`config.mk`:
```
export PLATFORM = sky130hd
export DESIGN_NAME = slot_free_list_allocator_core
export DESIGN_NICKNAME = d
export VERILOG_FILES = /design/src/design/sfla_pkg.sv /design/src/design/sfla_ram.sv /design/src/design/sfla_ctrl.sv /design/src/design/sfla_datapath.sv /design/src/design/slot_free_list_allocator_core.sv
export VERILOG_INCLUDE_DIRS = /design/src /design/src/design
export SDC_FILE = /design/constraint.sdc
export NUM_CORES = 1
export LEC_CHECK = 0
export BUFFER_PORTS_ARGS = -buffer_cell sky130_fd_sc_hd__buf_2
export CAP_MARGIN = 10
export CELL_PAD_IN_SITES_DETAIL_PLACEMENT = 0
export CELL_PAD_IN_SITES_GLOBAL_PLACEMENT = 2
export CORE_UTILIZATION = 40
export DETAILED_ROUTE_END_ITERATION = 10
export PLACE_DENSITY = 0.77
export REMOVE_ABC_BUFFERS = 1
export SKIP_CTS_REPAIR_TIMING = 1
export SLEW_MARGIN = 10
export SYNTH_ARGS = -nofsm -noshare
export SYNTH_HDL_FRONTEND = slang
export SYNTH_SLANG_ARGS = --single-unit
```
`constraint.sdc`:
```
create_clock -name aclk -period 5 [get_ports aclk]
set_clock_uncertainty 0.15 [all_clocks]
set_input_delay 0 -clock aclk [delete_from_list [all_inputs] [get_ports aclk]]
set_output_delay 0 -clock aclk [all_outputs]
set_load 0.1 [all_outputs]
```
`src/design/slot_free_list_allocator_core_assert.svh`:
```
// Assertion macros shared by the allocator RTL.
// SFLA_ASSERT_HOLDS checks a condition at every clock edge out of reset.
// SFLA_ASSERT_IMPLIES checks that a trigger condition implies a consequence.
`ifndef SLOT_FREE_LIST_ALLOCATOR_CORE_ASSERT_SVH
`define SLOT_FREE_LIST_ALLOCATOR_CORE_ASSERT_SVH

`ifndef SYNTHESIS
`define SFLA_ASSERT_HOLDS(label, cond, msg) \
    label: assert property (@(posedge aclk) disable iff (!aresetn) (cond)) else $error(msg);
`define SFLA_ASSERT_IMPLIES(label, trig, cons, msg) \
    label: assert property (@(posedge aclk) disable iff (!aresetn) (trig) |-> (cons)) \
        else $error(msg);
`else
`define SFLA_ASSERT_HOLDS(label, cond, msg)
`define SFLA_ASSERT_IMPLIES(label, trig, cons, msg)
`endif

`endif

```
`src/design/sfla_pkg.sv`:
```
`default_nettype none

package sfla_pkg;

    localparam int SLOTS_DEF  = 32;
    localparam int ID_W       = 5;
    localparam int STATUS_W   = 2;
    localparam int COUNT_W    = 6;
    localparam int S_TDATA_W  = 8;
    localparam int M_TDATA_W  = 16;

    typedef enum logic [STATUS_W-1:0] {
        ST_OK          = 2'd0,
        ST_EXHAUSTED   = 2'd1,
        ST_DOUBLE_FREE = 2'd2,
        ST_RANGE       = 2'd3
    } status_t;

    typedef enum logic {
        CMD_ALLOC = 1'b0,
        CMD_FREE  = 1'b1
    } command_t;

    // Commands from the controller to the datapath.
    typedef struct packed {
        logic    load;        // capture the accepted transaction
        logic    rd_top;      // read the top of the stack
        logic    scan_first;  // read stack entry 0
        logic    scan_next;   // read the next stack entry
        logic    pop;         // hand out the top entry
        logic    push;        // write the freed index on top
        logic    set_st;      // record an error code
        status_t st_code;
        logic    out_load;    // move the result into the output register
    } ctl_t;

    // Status from the datapath to the controller.
    typedef struct packed {
        logic is_free;     // the held command is a free
        logic depth_zero;  // no free slot
        logic depth_full;  // every slot free
        logic id_range;    // held index is not below SLOTS
        logic match;       // entry under scan equals the held index
        logic scan_last;   // entry under scan is the top of the stack
        logic out_busy;    // output register holds a result not yet taken
    } sts_t;

endpackage

`default_nettype wire

```
`src/design/sfla_ram.sv`:
```
`default_nettype none

module sfla_ram #(
    parameter int WIDTH = 8,
    parameter int DEPTH = 32,
    parameter int AW    = (DEPTH > 1) ? $clog2(DEPTH) : 1
) (
    input  wire logic             aclk,
    input  wire logic             we,
    input  wire logic [AW-1:0]    waddr,
    input  wire logic [WIDTH-1:0] wdata,
    input  wire logic [AW-1:0]    raddr,
    output logic      [WIDTH-1:0] rdata
);

    logic [WIDTH-1:0] mem [DEPTH];

    always_ff @(posedge aclk) begin
        if (we) begin
            mem[waddr] <= wdata;
        end
        rdata <= mem[raddr];
    end

endmodule

`default_nettype wire

```
`src/design/sfla_ctrl.sv`:
```
`default_nettype none

module sfla_ctrl
    import sfla_pkg::*;
(
    input  wire logic aclk,
    input  wire logic aresetn,
    input  wire logic s_tvalid,
    output logic      s_tready,
    input  wire sts_t sts,
    output ctl_t      ctl
);

    typedef enum logic [5:0] {
        S_IDLE  = 6'b000001,
        S_CHECK = 6'b000010,
        S_POP   = 6'b000100,
        S_SCAN  = 6'b001000,
        S_PUSH  = 6'b010000,
        S_DONE  = 6'b100000
    } state_t;

    state_t state_reg, state_next;

    always_ff @(posedge aclk) begin
        if (!aresetn) begin
            state_reg <= S_IDLE;
        end else begin
            state_reg <= state_next;
        end
    end

    assign s_tready = (state_reg == S_IDLE);

    always_comb begin
        state_next = state_reg;
        ctl        = '0;
        ctl.st_code = ST_OK;
        unique case (state_reg)
            S_IDLE: begin
                if (s_tvalid) begin
                    ctl.load   = 1'b1;
                    state_next = S_CHECK;
                end
            end
            S_CHECK: begin
                priority if (!sts.is_free && sts.depth_zero) begin
                    ctl.set_st  = 1'b1;
                    ctl.st_code = ST_EXHAUSTED;
                    state_next  = S_DONE;
                end else if (!sts.is_free) begin
                    ctl.rd_top = 1'b1;
                    state_next = S_POP;
                end else if (sts.id_range) begin
                    ctl.set_st  = 1'b1;
                    ctl.st_code = ST_RANGE;
                    state_next  = S_DONE;
                end else if (sts.depth_full) begin
                    ctl.set_st  = 1'b1;
                    ctl.st_code = ST_DOUBLE_FREE;
                    state_next  = S_DONE;
                end else if (sts.depth_zero) begin
                    state_next = S_PUSH;
                end else begin
                    ctl.scan_first = 1'b1;
                    state_next     = S_SCAN;
                end
            end
            S_POP: begin
                ctl.pop    = 1'b1;
                state_next = S_DONE;
            end
            S_SCAN: begin
                priority if (sts.match) begin
                    ctl.set_st  = 1'b1;
                    ctl.st_code = ST_DOUBLE_FREE;
                    state_next  = S_DONE;
                end else if (sts.scan_last) begin
                    state_next = S_PUSH;
                end else begin
                    ctl.scan_next = 1'b1;
                end
            end
            S_PUSH: begin
                ctl.push   = 1'b1;
                state_next = S_DONE;
            end
            S_DONE: begin
                if (!sts.out_busy) begin
                    ctl.out_load = 1'b1;
                    state_next   = S_IDLE;
                end
            end
            default: begin
                state_next = S_IDLE;
            end
        endcase
    end

endmodule

`default_nettype wire

```
`src/design/sfla_datapath.sv`:
```
`default_nettype none
`include "slot_free_list_allocator_core_assert.svh"

module sfla_datapath
    import sfla_pkg::*;
#(
    parameter int SLOTS = SLOTS_DEF
) (
    input  wire logic                 aclk,
    input  wire logic                 aresetn,
    input  wire logic                 in_command,
    input  wire logic [ID_W-1:0]      in_slot_id,
    input  wire ctl_t                 ctl,
    output sts_t                      sts,
    output logic                      m_tvalid,
    input  wire logic                 m_tready,
    output logic [M_TDATA_W-1:0]      m_tdata,
    output logic [STATUS_W-1:0]       m_tuser
);

    localparam int DW    = $clog2(SLOTS + 1);
    localparam int IDX_W = $clog2(SLOTS);

    logic             cmd_reg;
    logic [ID_W-1:0]  id_reg;
    logic [DW-1:0]    depth_reg, depth_next;
    logic [DW-1:0]    low_reg, low_next;
    logic [IDX_W-1:0] raddr_reg, raddr_next;
    logic [ID_W-1:0]  grant_reg;
    status_t          st_reg;
    logic             out_valid_reg;
    logic [M_TDATA_W-1:0] out_data_reg;
    logic [STATUS_W-1:0]  out_user_reg;

    logic [ID_W-1:0]  ram_q;
    logic [ID_W-1:0]  entry_val;
    logic [DW-1:0]    depth_dec;

    assign depth_dec = depth_reg - 1'b1;

    always_comb begin
        priority if (ctl.rd_top) begin
            raddr_next = IDX_W'(depth_dec);
        end else if (ctl.scan_first) begin
            raddr_next = '0;
        end else if (ctl.scan_next) begin
            raddr_next = raddr_reg + 1'b1;
        end else begin
            raddr_next = raddr_reg;
        end
    end

    sfla_ram #(
        .WIDTH (ID_W),
        .DEPTH (SLOTS)
    ) u_stack (
        .aclk  (aclk),
        .we    (ctl.push),
        .waddr (IDX_W'(depth_reg)),
        .wdata (id_reg),
        .raddr (raddr_next),
        .rdata (ram_q)
    );

    // Entries below the lowest depth ever reached were never written, so their
    // value is taken to be their own index instead of the RAM output.
    assign entry_val = (DW'(raddr_reg) >= low_reg) ? ram_q : ID_W'(raddr_reg);

    always_comb begin
        depth_next = depth_reg;
        low_next   = low_reg;
        if (ctl.pop) begin
            depth_next = depth_dec;
            if (depth_dec < low_reg) begin
                low_next = depth_dec;
            end
        end else if (ctl.push) begin
            depth_next = depth_reg + 1'b1;
        end
    end

    always_ff @(posedge aclk) begin
        if (!aresetn) begin
            depth_reg     <= DW'(SLOTS);
            low_reg       <= DW'(SLOTS);
            out_valid_reg <= 1'b0;
        end else begin
            depth_reg <= depth_next;
            low_reg   <= low_next;
            if (ctl.out_load) begin
                out_valid_reg <= 1'b1;
            end else if (m_tready) begin
                out_valid_reg <= 1'b0;
            end
        end
    end

    always_ff @(posedge aclk) begin
        raddr_reg <= raddr_next;
        if (ctl.load) begin
            cmd_reg   <= in_command;
            id_reg    <= in_slot_id;
            grant_reg <= '0;
            st_reg    <= ST_OK;
        end
        if (ctl.pop) begin
            grant_reg <= entry_val;
        end
        if (ctl.set_st) begin
            st_reg <= ctl.st_code;
        end
        if (ctl.out_load) begin
            out_data_reg <= {3'b000,
                             (depth_reg == DW'(SLOTS)),
                             (depth_reg == '0),
                             COUNT_W'(depth_reg),
                             grant_reg};
            out_user_reg <= st_reg;
        end
    end

    assign sts.is_free    = (cmd_reg == CMD_FREE);
    assign sts.depth_zero = (depth_reg == '0);
    assign sts.depth_full = (depth_reg == DW'(SLOTS));
    assign sts.id_range   = (32'(id_reg) >= SLOTS);
    assign sts.match      = (entry_val == id_reg);
    assign sts.scan_last  = ((DW'(raddr_reg) + 1'b1) == depth_reg);
    assign sts.out_busy   = out_valid_reg && !m_tready;

    assign m_tvalid = out_valid_reg;
    assign m_tdata  = out_data_reg;
    assign m_tuser  = out_user_reg;

    `SFLA_ASSERT_HOLDS(a_depth_bound, depth_reg <= DW'(SLOTS), "stack depth above pool size")
    `SFLA_ASSERT_HOLDS(a_low_water, low_reg <= depth_reg, "low-water mark above stack depth")
    `SFLA_ASSERT_IMPLIES(a_pop_nonempty, ctl.pop, depth_reg != '0, "pop from an empty stack")
    `SFLA_ASSERT_IMPLIES(a_push_room, ctl.push, depth_reg < DW'(SLOTS), "push onto a full stack")

endmodule

`default_nettype wire

```
`src/design/slot_free_list_allocator_core.sv`:
```
// An allocate passes through CHECK, POP and DONE before its result is registered; a command
// refused at CHECK goes straight to DONE; a free searches the stack in SCAN (skipped when
// it is empty), then goes to PUSH and DONE, or straight to DONE on a match. One transaction
// at a time; the input is ready again in the cycle after the result is loaded.
// The duplicate search reads one stack entry per cycle through the single RAM read port.
// Reset (aresetn, synchronous, active low) makes every slot free at once; no clearing pass.
`default_nettype none

module slot_free_list_allocator_core
    import sfla_pkg::*;
#(
    // Number of slots in the pool; sets the depth of the free stack.
    parameter int SLOTS = SLOTS_DEF
) (
    input  wire logic                 aclk,
    input  wire logic                 aresetn,

    // Command input.
    input  wire logic                 s_tvalid,
    output logic                      s_tready,
    input  wire logic [S_TDATA_W-1:0] s_tdata,   // [4:0] slot_id, [7:5] zero
    input  wire logic                 s_tuser,   // [0] command (0 allocate, 1 free)

    // Result output.
    output logic                      m_tvalid,
    input  wire logic                 m_tready,
    output logic [M_TDATA_W-1:0]      m_tdata,   // [4:0] granted_slot, [10:5] free_count,
                                                 // [11] pool_empty, [12] all_free, [15:13] zero
    output logic [STATUS_W-1:0]       m_tuser    // [1:0] status
);

    // The controller sequences each transaction: it checks the command, then
    // either pops the top of the free stack or scans the stack, if not empty, one entry per
    // cycle looking for the index to be freed before pushing it. The datapath
    // holds the stack RAM, the depth counter and the result register.

    ctl_t ctl;
    sts_t sts;

    sfla_ctrl u_ctrl (
        .aclk     (aclk),
        .aresetn  (aresetn),
        .s_tvalid (s_tvalid),
        .s_tready (s_tready),
        .sts      (sts),
        .ctl      (ctl)
    );

    // The result register lets the next transaction be accepted while an
    // earlier result still waits for the downstream side.
    sfla_datapath #(
        .SLOTS (SLOTS)
    ) u_datapath (
        .aclk       (aclk),
        .aresetn    (aresetn),
        .in_command (s_tuser),
        .in_slot_id (s_tdata[ID_W-1:0]),
        .ctl        (ctl),
        .sts        (sts),
        .m_tvalid   (m_tvalid),
        .m_tready   (m_tready),
        .m_tdata    (m_tdata),
        .m_tuser    (m_tuser)
    );

endmodule

`default_nettype wire

```
==> results of run 1 <==
[synth_stat cells, types with 4 or more instances]
cell,count
edfxtp_1,188
mux2i_1,86
nor2_1,62
and3_1,34
a211oi_1,33
dfxtp_1,29
nand2_1,28
clkbuf_1,18
nand3_1,16
ha_1,15
o21bai_1,15
inv_1,14
xnor2_1,14
o22ai_1,10
a21oi_1,8
buf_2,8
nor3_1,8
o21ai_0,6
xor2_1,6
buf_6,5
nand2b_1,5
nand3b_1,5
nor2b_1,5
nor3_2,5
o2111ai_1,5
a32o_1,4
buf_4,4
nor4_1,4
[power by group through the flow]
| stage | clock, mW | sequential [mW] | combinational (mW) |
|---|---|---|---|
| finish | 1.72 | 2.07 | 1.06 |
| global route | 1.82 | 2.07 | 1.15 |
| CTS | 1.75 | 2.07 | 1.06 |
| detailed placement | 0 | 2.11 | 1.06 |
| global placement | 0 | 2.11 | 1.04 |
| floorplan | 0 | 2.10 | 0.756 |
[stage by stage]
stage	hold slack, ns	util [%]
floorplan	-0.0881	-
global route	0.0443	46.5
CTS	-0.507	46.0
finish	0.0455	46.5
global placement	0.0283	42.7
detailed placement	0.0292	42.7
[routing by layer]
metal | routed length (um) | GRT usage [%] | part of all wire, %
met1 | 10100 | 25.2 | 45
met2 | 10800 | 32.1 | 49
met3 | 893 | 2.75 | 4.0
met4 | 431 | 4.53 | 1.9
met5 | 0 | 0 | 0
[layout make-up]
class | count | area [sq um] | share of cell area, %
Tap cell | 319 | 399 | 3.67
Multi-Input combinational cell | 413 | 3030 | 27.9
Inverter | 18 | 70.1 | 0.644
Sequential cell | 217 | 6230 | 57.3
Timing Repair Buffer | 51 | 368 | 3.38
Clock buffer | 30 | 633 | 5.82
Clock inverter | 14 | 144 | 1.32
[worst max-delay path: cells and delay by family, from the launching register on]
| kind | cells | cell delay [ns] |
|---|---|---|
| compound gates | 8 | 1.65 |
| xor+xnor | 1 | 0.22 |
| fa+ha+maj | 1 | 0.23 |
| buf+inv | 1 | 0.28 |
| flops | 1 | 0.59 |
| mux | 1 | 0.39 |
| simple gates | 2 | 0.61 |
[how the worst min path moves through the flow]
stage	to	slack (ns)
global route	u_datapath.id_reg[1]$_DFFE_PP_	0.04
detailed placement	u_datapath.id_reg[4]$_DFFE_PP_	0.03
finish	u_datapath.id_reg[4]$_DFFE_PP_	0.05
floorplan	u_ctrl.state_reg[0]$_SDFFE_PN1P_	-0.09
global placement	u_datapath.id_reg[4]$_DFFE_PP_	0.03
CTS	u_datapath.id_reg[3]$_DFFE_PP_	-0.51
[layout by cell type (no fill, tap or decap), types with 8 or more instances in the layout]
cell type        n
ha_1            15
nor2_1          62
nor3_1           8
buf_4           13
a211oi_1        33
mux2i_1         85
clkbuf_16       24
buf_2           26
nand3_1         16
and3_1          34
nand2_1         28
dlygate4sd3_1   10
edfxtp_1       188
o21bai_1        15
dfxtp_1         29
inv_1           14
o22ai_1         10
xnor2_1         14
a21oi_1          8
[cell families after synthesis]
group | count (synthesis) | share of synthesized area (%)
other cells | 1 | 0.0395
compound gates | 99 | 8.34
simple gates | 189 | 10.3
mux | 87 | 9.18
fa+ha+maj | 15 | 1.98
buf+inv | 53 | 2.78
flops | 217 | 65.5
xor+xnor | 20 | 1.84
==> impl_results.md, run 1 <==
- Outcome: finished, final reports clean
- Initial DRT Pass Iterations: 5
- Share of cells above drive strength 1: 14.1%
- Vias per cell: 5.42
- PwrDens: around 450 nW/um^2
- Via count: 5756
- Synth Register Bits: 217
- Die ar.: 24400 sq um
- Sw Share: 28.8%
- WP data arrival: between 4 and 5 ns
- Mapped Cells: ~680
- Clock Sinks: 217
- Dpl cell area: 10000 sq um
- Post-synth EDFFs: 188
- Core Box Area: about 23000 sq um
- Crit. End Element: register
- Antenna-violating nets left: 0
- TritonCTS buffer count: 24
- Initial Utilization: 40.6%
- Post-synth top area cell: edfxtp_1
- VDD IR max: 0.338 mV
- Final Non-Filler Cells: 1062
- Cell Area, Synth: 9500 sq um
- Clock power share: 35.5%
- H-tree depth: 1
- Final setup TNS: 0 ns
- Critical Path End: u_datapath.u_stack.rdata[1]$_DFF_P_
- Final Instance Area: 10900 sq um
- RePlAce Congestion: 0.853
- Final hold violations: 0
- Mapped Avg Cell Area: ~14 sq um
- Num rows: 56
- Vias in the first global route: 5894
- Die Span Y: about 160 um
- Syn. warnings: 0
- Worst Tran Pin Value: about 0.90 ns
- Max-slew violation count: 0
- Place WS: 0.847 ns
- Top FF cell, synth: edfxtp_1
- Root Driver: clkbuf_16
- Crit-path slowest cell: dfxtp_1
- Max_slew headroom: between 40% and 50%
- Sequential area share after synthesis: 65.5%
- Area contributors post-synth: edfxtp_1, mux2i_1, dfxtp_1
- Die width: 156 um
- Post-synth top area share: 59.4%
- Overall power: 4.85 mW
- WL/cell: 20.9 um
- Top reg by flops: u_datapath.u_stack.mem
- Static leakage: around 4 nW
- Clock Latency Late Sink: between 0.5 and 0.6 ns
- Crit Path Max Fanout: 30
- Cells on worst reg2reg path: 14
- Startpoint types: register
- Critical path launch point: u_datapath.raddr_reg[3]$_DFF_P_
- Max-Cap Viols: 0
- ANT cells: 0
- Netlist cell types: 55
- Hold_sp: s_tdata[4]
- Post-DP HPWL: 14.1 mm
- RR Endpoint: u_datapath.u_stack.rdata[1]$_DFF_P_
- Total grt overflow: 0
- Crit-path max cell delay: 0.59 ns
- Clock-pin slew on the worst setup and hold paths: 0.06 ns
- Min cycle time layout: 4.23 ns
- Sequential power share: 42.7%
- Pint: ~3.5 mW
- Worst min path class: in2reg
- Max frequency: 0.237 GHz
- P_sw: ~1.4 mW
- Max FFs per register: 160
- Port Buffers: 26
- Placed Instances: 1008
- CTS tree: yes
- # DRC: 0
- Hold depth: 2
- Pin count of the biggest net entering global routing: roughly 80
- Combinational share of power: 21.8%
- Reg2reg start: u_datapath.raddr_reg[3]$_DFF_P_
- # setup viols final: 0
- RSZ-0062 raised after global routing: no
- Clk buf depth: 3
- Final wirelength: roughly 22 mm
- Fin crit share: a little over four fifths
- CP cell instances: ha_1, a21o_1, a21oi_2, o22ai_4, mux2i_1, xnor2_1, o41ai_2, or2_1, a311oi_4, buf_12, a211oi_1, o21bai_1, o2111ai_1, nor3_2
- WP data required: 5.30 ns
- IO Pins: 33
- Post-synthesis async set-or-reset flop share: 0%
- Syn-to-layout area delta: 14.4%
- First-pass GRT wire length: 34.2 mm
- Nets: around 750
- Initial antenna violation count: 0
- Starting DRT DRC Count: 402
- R2R Setup Slk: roughly 0.77 ns
- Setup ws final: 0.775 ns
- Fill count: 2083
- Setup CP Type: reg2reg
- Gr usage total: 18.8%
Note: power is estimated with default switching activity, not from simulation.
==> run 2: changes to the inputs <==
--- a/config.mk
+++ b/config.mk
@@ -12,7 +12,7 @@
 export CELL_PAD_IN_SITES_GLOBAL_PLACEMENT = 2
 export CORE_UTILIZATION = 40
 export DETAILED_ROUTE_END_ITERATION = 10
-export PLACE_DENSITY = 0.77
+export PLACE_DENSITY = 0.8
 export REMOVE_ABC_BUFFERS = 1
 export SKIP_CTS_REPAIR_TIMING = 1
 export SLEW_MARGIN = 10
==> constraint.sdc (replaced) <==
create_clock -name aclk -period 3.5 [get_ports aclk]
set_clock_uncertainty 0.15 [all_clocks]
set_input_delay 0 -clock aclk [delete_from_list [all_inputs] [get_ports aclk]]
set_output_delay 0 -clock aclk [all_outputs]
set_load 0.1 [all_outputs]
==> impl_results.md, run 2 (synthesized netlist as in run 1, its figures left out) <==
- Num rows: 56
- # setup viols final: 5
- Busiest metal layer after global routing: met2
- WL/cell: 20.9 um
- Total grt overflow: 0
- Max frequency: about 0.26 GHz
- Critical path launch point: u_datapath.raddr_reg[3]$_DFF_P_
- TritonCTS buffer count: 23
- Overall power: 7.70 mW
- Worst Tran Pin Value: 0.634 ns
- Critical Path End: u_datapath.u_stack.rdata[2]$_DFF_P_
- GR Layer Usage met1: 25.0%
- Antenna-violating nets left: 0
- Die width: roughly 160 um
- WP data arrival: 4.07 ns
- Vias in the first global route: between 6k and 7k
- Max-slew violation count: 0
- Final hold violations: 0
- Die ar.: 24400 sq um
- Gr usage total: 19.3%
- Min cycle time layout: 3.81 ns
- Starting DRT DRC Count: ~470
- Initial Utilization: 40.6%
- VDD IR max: roughly 0.29 mV
- Crit. End Element: register
- Met2 Use GR: 33.7%
- Most common cell after layout, fill and taps aside: edfxtp_1
- Worst min path class: in2reg
- Startpoint types: register
- Nets: 847
- Outcome: finished, violations left
- Final wirelength: ~24 mm
- Static leakage: 4.49 nW
- R2R Setup Slk: -0.31 ns
- Share of cells above drive strength 1: a little under a third
- Max-Cap Viols: 0
- Final setup TNS: -1.46 ns
- Initial antenna violation count: 0
- Setup CP Type: reg2reg
- ANT cells: 0
- First-pass GRT wire length: 35.1 mm
- Max_slew headroom: 57.7%
- Cells on worst reg2reg path: 16
- Most frequent cells in the layout: edfxtp_1, buf_4, mux2i_1
- RePlAce Congestion: 0.855
- Post-DP HPWL: 15.5 mm
- Port Buffers: 26
- Reg2reg start: u_datapath.raddr_reg[3]$_DFF_P_
- # DRC: 0
- WP data required: 3.76 ns
- Syn-to-layout area delta: 28.4%
- Clock Latency Late Sink: 0.52 ns
- RR Endpoint: u_datapath.u_stack.rdata[2]$_DFF_P_
- Top reg by flops: u_datapath.u_stack.mem
- Clock Sinks: 217
- Place WS: -0.478 ns
- Clk buf depth: 3
- Setup ws final: -0.312 ns
- Final Non-Filler Cells: 1155
- Max FFs per register: between 150 and 200
- Via count: 6186
- Core Box Area: 23400 sq um
- Final Util: 52.1%
- Clock-pin slew on the worst setup and hold paths: about 0.060 ns
- IO Pins: 33
- Crit Path Max Fanout: 6
- Root Driver: clkbuf_16
- Fin crit share: 109%
- Die Span Y: 156 um
- H-tree depth: 1
- PwrDens: 631 nW/um^2
- Vias per cell: between 5 and 6
- Pin count of the biggest net entering global routing: 33
- CTS tree: yes
- Met3 GRT Util: approximately 2.6%
- Placed Instances: between 1k and 1.5k
- RSZ-0062 raised after global routing: yes
- Initial DRT Pass Iterations: 5
- Failing checks: setup timing
[run 2: cell types whose count changed in the layout (fill, tap and decap cells not counted), moves of 7 or more]
cell and change:
buf_4 +72, mux2i_1 -14, o22ai_1 -7, a211oi_2 +8, buf_12 +8, a211oi_1 -8, mux2i_2 +7, mux2i_4 +7
buf_6 +7
[run 2: through the flow]
stage               instance area, sq um  hold slack [ns]
floorplan                           9310          -0.0881
global placement                   10600           0.0290
detailed placement                 10600           0.0297
CTS                                11300           -0.488
global route                       12200           0.0716
finish                             12200           0.0765
[run 2: critical path, stage by stage, from the launching register on]
cell and delay (ns):
dfxtp_1 0.37, ha_4 0.22, a21o_1 0.18, a21oi_2 0.16
o22ai_4 0.10, buf_12 0.16, mux2_4 0.31, o211ai_4 0.24
o41ai_4 0.13, or2_4 0.27, buf_4 0.16, a311oi_4 0.42
buf_4 0.18, nand3_1 0.16, buf_6 0.20, o22ai_4 0.21
nor3_2 0.07
[run 2: worst min path at each step]
stage	start	endpoint	slack, ns	cells after the start
after floorplan	aresetn	u_ctrl.state_reg[0]$_SDFFE_PN1P_	-0.09	1
after global placement	s_tuser	u_datapath.cmd_reg$_DFFE_PP_	0.03	1
after detailed placement	s_tdata[3]	u_datapath.id_reg[3]$_DFFE_PP_	0.03	1
after CTS	s_tdata[3]	u_datapath.id_reg[3]$_DFFE_PP_	-0.49	1
after global routing	s_tdata[0]	u_datapath.id_reg[0]$_DFFE_PP_	0.07	2
final	s_tdata[3]	u_datapath.id_reg[3]$_DFFE_PP_	0.08	2
[run 2: final cells by class]
type | count | area (sq um)
fill | 1985 | 11200
clock inverter | 14 | 120
inverter | 18 | 75.1
sequential | 217 | 6230
multi-input combinational | 413 | 3460
tap | 319 | 399
clock buffer | 28 | 594
timing repair buffer | 146 | 1320
[run 2: power by group]
| part | internal [mW] | switching [mW] |
|---|---|---|
| clock | 1.35 | 0.955 |
| combinational | 1.25 | 1.19 |
| sequential | 2.88 | 0.0642 |
| total | 5.48 | 2.21 |
[run 2: routing by layer]
layer  part of all wire (%)  up-vias  wire length, um
met5                      0        -                0
met1                     41     3042             9810
li1                       -     2870                -
met4                    3.9        0              940
met2                     50      210            12000
met3                    5.8       64             1400
==> run 3: changes to the inputs <==
--- a/config.mk
+++ b/config.mk
@@ -10,6 +10,8 @@
 export CAP_MARGIN = 10
 export CELL_PAD_IN_SITES_DETAIL_PLACEMENT = 0
 export CELL_PAD_IN_SITES_GLOBAL_PLACEMENT = 2
+export CORE_ASPECT_RATIO = 1.5
+export CORE_MARGIN = 2
 export CORE_UTILIZATION = 40
 export DETAILED_ROUTE_END_ITERATION = 10
 export PLACE_DENSITY = 0.8
==> impl_results.md, run 3 (synthesized netlist as in run 1, its figures left out) <==
- Outcome: finished, violations left
- Failing checks: setup timing
- Worst Tran Pin Value: approximately 0.64 ns
- Initial antenna violation count: 0
- IO Pins: 33
- Post-DP HPWL: 16.4 mm
- Starting DRT DRC Count: 421
- Max-slew violation count: 0
- Clock-pin slew on the worst setup and hold paths: 0.07 ns
- Fin crit share: 114%
- Placed Instances: 1088
- Place WS: -0.608 ns
- RSZ-0062 raised after global routing: yes
- Static leakage: between 4 and 5 nW
- Startpoint types: register
- Pin count of the biggest net entering global routing: 33
- Core Box Area: ~23000 sq um
- Min cycle time layout: 3.98 ns
- TritonCTS buffer count: 21
- Crit. End Element: register
- CTS tree: yes
- Share of cells above drive strength 1: 31.4%
- Total grt overflow: 0
- Initial DRT Pass Iterations: 5
- Gr usage total: 19.0%
- Worst min path class: in2reg
- Vias per cell: roughly 5.3
- Dpl cell area: 10700 sq um
- Die ar.: ~25000 sq um
- Via count: about 6.1k
- Die width: 130 um
- VDD IR max: 0.459 mV
- Final Non-Filler Cells: 1156
- Max frequency: between 0.2 and 0.3 GHz
- Clock Sinks: ~220
- Clk buf depth: 3
- # setup viols final: 5
- Final setup TNS: -2.09 ns
- PwrDens: 639 nW/um^2
- First-pass GRT wire length: 35.4 mm
- Fill count: 1999
- WL/cell: 21.0 um
- Max_slew headroom: 56.9%
- Most common cell after layout, fill and taps aside: edfxtp_1
- Nets: 850
- RePlAce Congestion: 0.851
- Final Instance Area: 12200 sq um
- Setup ws final: -0.476 ns
- WP data required: 3.79 ns
- Antenna-violating nets left: 0
- Most frequent cells in the layout: edfxtp_1, buf_4, mux2i_1
- Root Driver: clkbuf_16
- Num rows: 69
- H-tree depth: 1
- Max-Cap Viols: 0
- Fin Hold WS: 0.0654 ns
- Port Buffers: 26
- # DRC: 0
- ANT cells: 0
- Initial Utilization: around two fifths
- Setup CP Type: reg2reg
- Clock Latency Late Sink: 0.51 ns
- Final wirelength: 24.2 mm
- Crit Path Max Fanout: 10
- WP data arrival: 4.27 ns
- Max FFs per register: 160
- Final Util: 51.9%
- Overall power: 7.80 mW
- Vias in the first global route: approximately 6.3k
- Syn-to-layout area delta: 28.3%
- Final hold violations: 0
- Top reg by flops: u_datapath.u_stack.mem
- Die Span Y: ~190 um
==> run 3: cell types whose count changed in the layout (fill, tap and decap cells not counted), sizes merged <==
cell / delta
clkinvlp: -1
clkbuf: -9
inv: +1
bufinv: +2
dlygate4sd3: -1
buf: +9
==> run 3: final timing paths <==
check                           cells past startpoint                                  end  slack [ns]                                from
worst max-delay path                               20  u_datapath.u_stack.rdata[0]$_DFF_P_       -0.48  u_datapath.low_reg[3]$_SDFFE_PN0P_
worst min register to register                      0      u_datapath.m_tuser[0]$_DFFE_PP_        0.28  u_datapath.st_reg[0]$_SDFFCE_PN0P_
worst min-delay path                                2         u_datapath.cmd_reg$_DFFE_PP_        0.07                             s_tuser
worst max register to register                     20  u_datapath.u_stack.rdata[0]$_DFF_P_       -0.48  u_datapath.low_reg[3]$_SDFFE_PN0P_
==> run 3: metal layers <==
metal	track usage [%]	wire, um
met1	21.1	9130
met2	34.8	13000
met3	2.83	1060
met4	9.39	1090
met5	0	0
==> run 3: final cells by class <==
type                       count  area, sq um  share of cell area (%)
clock buffer                  23          533                    4.37
clock inverter                15          195                    1.60
inverter                      18         93.8                   0.770
multi-input combinational    413         3460                    28.4
sequential                   217         6230                    51.1
tap                          319          399                    3.27
timing repair buffer         150         1270                    10.4
timing repair inverter         1         11.3                  0.0924
==> run 3: where the power goes <==
part | switching [mW] | internal [mW] | leakage, nW
sequential | 0.0758 | 2.88 | 1.94
combinational | 1.24 | 1.22 | 2.20
clock | 0.959 | 1.41 | 0.356
total | 2.28 | 5.52 | 4.50
==> run 3: worst max-delay path, stage by stage, from the launching register on <==
cell,delay [ns]
dfxtp_2,0.34
inv_2,0.05
ha_4,0.21
a21o_1,0.16
a21oi_2,0.17
o22ai_4,0.10
buf_12,0.15
mux2_4,0.30
o211ai_2,0.21
buf_4,0.15
o41ai_2,0.05
buf_4,0.16
or2_4,0.27
a311oi_4,0.26
buf_12,0.14
buf_12,0.14
buf_6,0.17
a211oi_1,0.09
o21bai_1,0.27
o2111ai_2,0.18
nor3_2,0.19
